<file path="src/hdl/dpsr_pkg.sv">
// Shared types and constants for the daily power state residency block.
package dpsr_pkg;

    localparam int unsigned DPSR_DAY_MS = 86400000;

    localparam logic OP_EVENT  = 1'b0;
    localparam logic OP_FINISH = 1'b1;

    localparam logic [1:0] KIND_SUSPEND  = 2'd0;
    localparam logic [1:0] KIND_SHUTDOWN = 2'd1;
    localparam logic [1:0] KIND_BOOT     = 2'd2;
    localparam logic [1:0] KIND_RESUME   = 2'd3;

    localparam logic [1:0] MODE_OFF     = 2'd0;
    localparam logic [1:0] MODE_ON      = 2'd1;
    localparam logic [1:0] MODE_SUSP    = 2'd2;
    localparam logic [1:0] MODE_UNKNOWN = 2'd3;

    typedef struct packed {
        logic        opcode;
        logic [4:0]  event_day;
        logic [26:0] time_of_day_ms;
        logic [1:0]  event_kind;
        logic [4:0]  month_last_day;
    } t_in_item;

    typedef struct packed {
        logic [4:0]  row_day;
        logic [26:0] uptime_total_ms;
        logic [26:0] ontime_total_ms;
        logic        last_row;
    } t_out_item;

endpackage

</file>
<file path="src/hdl/daily_power_state_residency.sv">
// Daily power state residency accumulator: top level with sequencer and shared adder.
//
//  channel | direction | handshake                  | payload
//  --------+-----------+----------------------------+--------------------------
//  in      | in        | i_in_valid / o_in_stall    | i_in_item  (t_in_item)
//  out     | out       | o_out_valid / i_out_stall  | o_out_item (t_out_item)
//
// One transaction is worked on at a time. A same-day event is worked in steps:
// accept, subtract, up add, on add. A day crossing does a subtract and two adds up to
// midnight, writes one row per day left, then a subtract and two adds for the event's own
// credit; a finish writes its rows and stops. The steps come from the single 28-bit
// add/subtract unit, used once a cycle, and one row per cycle out while not stalled.
// Reset (i_rst_n low, synchronous) sets mode Unknown, day 0, totals zero.
// A stall on the output holds the sequencer in its row state; o_in_stall is
// high whenever the sequencer is not idle.
module daily_power_state_residency #(
    parameter int unsigned DAY_LENGTH_MS = dpsr_pkg::DPSR_DAY_MS
) (
    input  logic               i_clk,
    input  logic               i_rst_n,
    input  logic               i_in_valid,
    output logic               o_in_stall,
    input  dpsr_pkg::t_in_item i_in_item,
    output logic               o_out_valid,
    input  logic               i_out_stall,
    output dpsr_pkg::t_out_item o_out_item
);
    import dpsr_pkg::*;

    localparam logic [26:0] DAY = DAY_LENGTH_MS[26:0];

    // sequencer states
    typedef enum logic [8:0] {
        S_IDLE  = 9'b000000001,
        S_X_SUB = 9'b000000010,  // step = day length - last event time
        S_X_UP  = 9'b000000100,
        S_X_ON  = 9'b000001000,
        S_X_ROW = 9'b000010000,  // row for the day being left
        S_FILL  = 9'b000100000,  // rows for skipped days
        S_C_SUB = 9'b001000000,  // step = event time - last event time
        S_C_UP  = 9'b010000000,
        S_C_ON  = 9'b100000000
    } t_state;

    typedef enum logic {
        U_ADD = 1'b0,            // saturating add at the day length
        U_SUB = 1'b1             // subtract, clamped at zero
    } t_unit_op;

    t_state      r_state, n_state;
    logic [1:0]  r_mode, n_mode;
    logic [4:0]  r_cur_day, n_cur_day;
    logic [26:0] r_last, n_last;
    logic [26:0] r_up, n_up;
    logic [26:0] r_on, n_on;
    logic [26:0] r_step, n_step;
    // latched transaction
    logic        r_op, n_op;
    logic [26:0] r_t, n_t;
    logic [1:0]  r_kind, n_kind;
    logic [5:0]  r_target, n_target;
    logic [5:0]  r_day_cnt, n_day_cnt;
    // output register
    logic        r_out_valid, n_out_valid;
    t_out_item   r_out, n_out;

    // shared unit
    t_unit_op    unit_op;
    logic [26:0] unit_a, unit_b, unit_res;
    logic [27:0] unit_sum;

    logic        out_free;
    logic        more_days;
    logic        mode_on, mode_on_or_susp;
    logic [26:0] t_clamped;

    assign unit_sum = {1'b0, unit_a}
                    + {1'b0, (unit_op == U_SUB) ? ~unit_b : unit_b}
                    + {27'd0, (unit_op == U_SUB)};

    always_comb begin
        if (unit_op == U_SUB) begin
            unit_res = unit_sum[27] ? unit_sum[26:0] : '0;
        end else begin
            unit_res = (unit_sum > {1'b0, DAY}) ? DAY : unit_sum[26:0];
        end
    end

    assign out_free        = !r_out_valid || !i_out_stall;
    assign more_days       = (r_day_cnt + 6'd1) < r_target;
    assign mode_on         = (r_mode == MODE_ON);
    assign mode_on_or_susp = (r_mode == MODE_ON) || (r_mode == MODE_SUSP);
    assign t_clamped       = (i_in_item.time_of_day_ms > DAY) ? DAY
                                                              : i_in_item.time_of_day_ms;

    always_comb begin
        n_state     = r_state;
        n_mode      = r_mode;
        n_cur_day   = r_cur_day;
        n_last      = r_last;
        n_up        = r_up;
        n_on        = r_on;
        n_step      = r_step;
        n_op        = r_op;
        n_t         = r_t;
        n_kind      = r_kind;
        n_target    = r_target;
        n_day_cnt   = r_day_cnt;
        n_out       = r_out;
        n_out_valid = r_out_valid && i_out_stall;
        unit_op     = U_ADD;
        unit_a      = r_up;
        unit_b      = r_step;

        unique case (r_state)
            S_IDLE: begin
                if (i_in_valid) begin
                    n_op      = i_in_item.opcode;
                    n_t       = t_clamped;
                    n_kind    = i_in_item.event_kind;
                    n_day_cnt = {1'b0, r_cur_day};
                    if (i_in_item.opcode == OP_FINISH) begin
                        n_target = {1'b0, i_in_item.month_last_day} + 6'd1;
                        n_state  = S_X_SUB;
                    end else if (i_in_item.event_day > r_cur_day) begin
                        n_target = {1'b0, i_in_item.event_day};
                        n_state  = S_X_SUB;
                    end else begin
                        n_state  = S_C_SUB;
                    end
                end
            end
            S_X_SUB, S_C_SUB: begin
                unit_op = U_SUB;
                unit_a  = (r_state == S_X_SUB) ? DAY : r_t;
                unit_b  = r_last;
                n_step  = unit_res;
                n_state = (r_state == S_X_SUB) ? S_X_UP : S_C_UP;
            end
            S_X_UP, S_C_UP: begin
                unit_a = r_up;
                if (mode_on) begin
                    n_up = unit_res;
                end
                n_state = (r_state == S_X_UP) ? S_X_ON : S_C_ON;
            end
            S_X_ON: begin
                unit_a = r_on;
                if (mode_on_or_susp) begin
                    n_on = unit_res;
                end
                n_state = S_X_ROW;
            end
            S_C_ON: begin
                unit_a = r_on;
                if (mode_on_or_susp) begin
                    n_on = unit_res;
                end
                n_last = r_t;
                unique case (r_kind)
                    KIND_SUSPEND:            n_mode = MODE_SUSP;
                    KIND_SHUTDOWN:           n_mode = MODE_OFF;
                    KIND_BOOT, KIND_RESUME:  n_mode = MODE_ON;
                    default:                 n_mode = MODE_ON;
                endcase
                n_state = S_IDLE;
            end
            S_X_ROW, S_FILL: begin
                if (out_free) begin
                    n_out_valid           = 1'b1;
                    n_out.row_day         = r_day_cnt[4:0];
                    n_out.last_row        = !more_days;
                    if (r_state == S_X_ROW) begin
                        n_out.uptime_total_ms = r_up;
                        n_out.ontime_total_ms = r_on;
                    end else begin
                        // skipped day: whole day in the current mode
                        n_out.uptime_total_ms = mode_on ? DAY : '0;
                        n_out.ontime_total_ms = mode_on_or_susp ? DAY : '0;
                    end
                    if (more_days) begin
                        n_day_cnt = r_day_cnt + 6'd1;
                        n_state   = S_FILL;
                    end else begin
                        // start the target day at midnight
                        n_up      = '0;
                        n_on      = '0;
                        n_last    = '0;
                        n_cur_day = r_target[4:0];
                        n_state   = (r_op == OP_FINISH) ? S_IDLE : S_C_SUB;
                    end
                end
            end
            default: begin
                n_state = S_IDLE;
            end
        endcase
    end

    always_ff @(posedge i_clk) begin
        if (!i_rst_n) begin
            r_state     <= S_IDLE;
            r_mode      <= MODE_UNKNOWN;
            r_cur_day   <= '0;
            r_last      <= '0;
            r_up        <= '0;
            r_on        <= '0;
            r_out_valid <= 1'b0;
        end else begin
            r_state     <= n_state;
            r_mode      <= n_mode;
            r_cur_day   <= n_cur_day;
            r_last      <= n_last;
            r_up        <= n_up;
            r_on        <= n_on;
            r_out_valid <= n_out_valid;
        end
    end

    always_ff @(posedge i_clk) begin
        r_step    <= n_step;
        r_op      <= n_op;
        r_t       <= n_t;
        r_kind    <= n_kind;
        r_target  <= n_target;
        r_day_cnt <= n_day_cnt;
        r_out     <= n_out;
    end

    assign o_in_stall  = (r_state != S_IDLE);
    assign o_out_valid = r_out_valid;
    assign o_out_item  = r_out;

endmodule

</file>
<file path="config.mk">
export PLATFORM = sky130hd
export DESIGN_NAME = daily_power_state_residency
export DESIGN_NICKNAME = d
export VERILOG_FILES = /design/src/hdl/dpsr_pkg.sv /design/src/hdl/daily_power_state_residency.sv
export SDC_FILE = /design/constraint.sdc
export NUM_CORES = 1
export LEC_CHECK = 0
export BUFFER_PORTS_ARGS = -buffer_cell sky130_fd_sc_hd__buf_2
export CORE_MARGIN = 3
export CORE_UTILIZATION = 28
export DETAILED_ROUTE_END_ITERATION = 7
export PLACE_DENSITY_LB_ADDON = 0.15
export SLEW_MARGIN = 30
export SYNTH_ARGS = -nofsm -noshare
export SYNTH_HDL_FRONTEND = slang
export SYNTH_SLANG_ARGS = --single-unit
</file>
<file path="constraint.sdc">
create_clock -name i_clk -period 11.15 [get_ports i_clk]
set_input_delay 0 -clock i_clk [delete_from_list [all_inputs] [get_ports i_clk]]
set_output_delay 0 -clock i_clk [all_outputs]
set_load 0.03 [all_outputs]
</file>
==> results.toml <==
[floorplan]
die_w_um = 210
die_area_mm2 = 0.0441
initial_core_util = 0.284
ios = 106
die_y_um = 210
core_mm2 = 0.0410
std_cell_rows = 74

[placed_design]
post-dp-hpwl_um = 28600
port_buffers = 105
place.gp.congestion = 0.904

[drt]
postRouteAntennaNets = 0
drc = 0
viasPerCell = 5.14
wl_um = 37900
first_pass_iters = 7
drtIter0Drc = 857
vias = 9766
wire_per_inst_um = 19.9

[min_path]
hold_start = "i_in_item[5]"
whs_path_depth = 2
hold_path.class = "in -> reg"

[synthesis]
synth_largest_area_cell = "edfxtp_1"
synthesis.area_mm2 = 0.0117
synth_top_family_by_area = "simple AND/OR/NAND/NOR gates"
yosys_register_bits = 227
synthFlopType = "edfxtp_1"
synth_edf_count = 129
yosys_warnings = 0
synth_nets = 1312
ys_async_sr_fraction = 0
netlist_top_cells_count = "189 x nand2_1, 129 x edfxtp_1, 98 x dfxtp_1"
synth-compound-area-share = 0.186
syn_inst = 1228
ys_types = 69
synthSimpleGateAreaFrac = 0.211
synth_area_leaders = "edfxtp_1 33%, dfxtp_1 17%, nand2_1 6.1%, ha_1 4.2%, a21oi_1 3.9%"
synth_xor_area_frac = 0.0218
synth_sequential_area_ratio = 0.500
yosys.area_share.adder = 0.0436
synth_top_area_frac = 0.332
synthMuxAreaShare = 0.00440
yosysMostFrequentCell = "nand2_1"
synth_area_per_cell_um2 = 9.50

[setup_path]
reg2reg_slack_ns = 3.86
r2r_cells = 18
worstSetupPathType = "reg -> reg"
crit_end = "r_step[0]$_DFFE_PN_"
critPathSlowestCell = "a221oi_1"
timing.rr.end = "r_step[0]$_DFFE_PN_"
worstPathArrival_ns = 7.59
worstPathCellList = "nor4_4 -> nand3_2 -> inv_1 -> buf_4 -> o21ai_0 -> nand3_1 -> ha_1 -> a211o_1 -> a21boi_0 -> a31oi_1 -> a221oi_1 -> mux2i_1 -> nand4bb_1 -> a2111o_1 -> a21oi_2 -> nand2_1 -> buf_4 -> and3_1"
start_kind = "register"
cpMostUsedCell = "buf_4"
endpoint_kind = "register"
r2r-start = "r_state[7]$_SDFFE_PN0P_"
cp_data_required_time_ns = 11.46
critPathMaxStageDelay_ns = 0.65
crit_fanout = 48
cp-startpoint = "r_state[7]$_SDFFE_PN0P_"

[layout]
diodes = 0
drive_gt1_frac = 0.143
syn_to_final_growth_pct = 20.5
nets = 1430

[sta]
fmax_ghz = 0.137
period_minus_slack_ns = 7.29
clock_skew_ns = 0.0230
min_period_over_period = 0.654
rsz0062_at_grt = "false"
finalMaxSlewViolations = 0
final_hold_viol_count = 0
slew_headroom = 0.366
finalSetupTns_ns = 0
tightest_slew_ns = 0.949
setup_viol_count_final = 0

[clock_tree]
cts_tree = "yes"
ctsHtreeMaxLevel = 1
cts_buffers = 27
cts_buffer_depth = 3
post-cts-setup-buffers = 0
cts_num_sinks = 227
clk_latency_ns = 0.56
cts_root_buffer = "clkbuf_16"
clk_pin_slew_ns = 0.07

[power_and_ir_drop]
seq_power_share = 0.454
switching_share = 0.261
p_per_area_mw_per_mm2 = 147
p_clk_frac = 0.434
p_sw_uw = 539
pwr-share-comb = 0.112
internal_power_uw = 1520
total_power_uw = 2060
peakVddDrop_mv = 0.101
leakagePower_uw = 0.00552

[job]
max_cap_violations = 0

[global_routing]
grt_pass1_vias = 9218
grt_overflow = 0
grt_usage = 0.167
grt_first_pass_wirelength_um = 57900
grt_max_degree = 55
antenna_found_initial = 0

[status]
outcome = "finished, final reports clean"
## kinds of logic (layout without fill, tap and decap cells)
kind of cell | count (synthesis) | count (layout)
XOR/XNOR | 29 | 29
AND/OR/NAND/NOR | 498 | 498
adder cells (fa/ha/maj) | 40 | 40
multiplexers | 5 | 5
buffers and inverters | 102 | 241
AO/OA/AOI/OAI | 327 | 327
flip-flops | 227 | 227
## sequential cells by signal, indices dropped and copies added (netlist names)
register,flops
r_day_cnt,6
r_t,27
r_state,9
o_out_item,60
r_op,1
r_up,27
r_mode,2
r_target,6
r_last,27
o_out_valid,1
r_step,27
r_cur_day,5
r_kind,2
r_on,27
## critical path: cells and delay by family (launching register included)
family	cells	cell delay, ns
adder cells (fa/ha/maj)	1	0.33
AND/OR/NAND/NOR	6	2.00
AO/OA/AOI/OAI	7	2.68
multiplexers	1	0.45
buffers and inverters	3	1.10
flip-flops	1	0.39
## how the worst min path moves through the flow
stage / slack, ns / to
global placement: 0.18 / r_kind[1]$_DFFE_PP_
CTS: 0.13 / r_kind[0]$_DFFE_PP_
detailed placement: 0.18 / r_kind[0]$_DFFE_PP_
global route: 0.15 / r_kind[0]$_DFFE_PP_
finish: 0.16 / r_kind[0]$_DFFE_PP_
floorplan: 0.1 / r_kind[0]$_DFFE_PP_
## power groups by stage
| stage | clock network (uW) | logic, uW | registers, uW |
|---|---|---|---|
| global route | 958 | 256 | 937 |
| global placement | 0 | 216 | 953 |
| finish | 895 | 231 | 936 |
| floorplan | 0 | 150 | 939 |
| CTS | 923 | 230 | 935 |
| detailed placement | 0 | 217 | 953 |
## metal layers
layer | up-vias | part of all wire | track usage | wire (um)
li1 | 4751 | - | - | -
met1 | 4675 | 0.53 | 0.271 | 20200
met2 | 303 | 0.40 | 0.237 | 15000
met3 | 37 | 0.057 | 0.0210 | 2150
met4 | 0 | 0.014 | 0.0316 | 521
met5 | - | 0 | 0 | 0
## per-stage QoR
step                      setup WS [ns]   util  instance area (um2)  hold WS [ns]  instances
final                              3.86  0.343                14100         0.155       1899
after global placement             3.89  0.309                12700         0.181       1804
after floorplan                    5.56      -                11700        0.0989       1228
after global routing               3.21  0.343                14100         0.148       1899
after detailed placement           3.53  0.310                12700         0.180       1804
after CTS                          3.54  0.342                14000         0.130       1899
## cells in the final DEF, fill, tap and decap left out, drive strengths merged, types with 4 or more instances in the layout
cell / instances
o21a: 21
nor2: 69
xor2: 11
a31oi: 8
a22o: 9
o21ai: 79
or2: 15
or3: 6
a21oi: 91
a211oi: 9
nand4: 11
a22oi: 23
nor3b: 5
mux2i: 4
buf: 120
ha: 39
nor3: 22
dlygate4sd3: 45
a2111oi: 5
nand3: 56
clkbuf: 32
xnor2: 18
o211ai: 4
inv: 29
and3: 24
nand2: 189
nor4: 9
nand2b: 7
clkinv: 9
nor2b: 23
dfxtp: 98
a32o: 28
a21o: 11
o22ai: 4
and2: 47
edfxtp: 129
o31ai: 4
## timing repair
item,CTS,global route
endpoints found under the hold margin,52,0
hold buffers,45,0
resized for setup,0,0
## cell type report
cell class                 count  area, um2
clock buffer                  32        714
clock inverter                18        180
fill                        4211      27000
inverter                      26       97.6
multi-input combinational    899       5470
sequential                   227       5840
tap                          532        666
timing repair buffer         165       1090
Power figures use the tool's default switching activity.
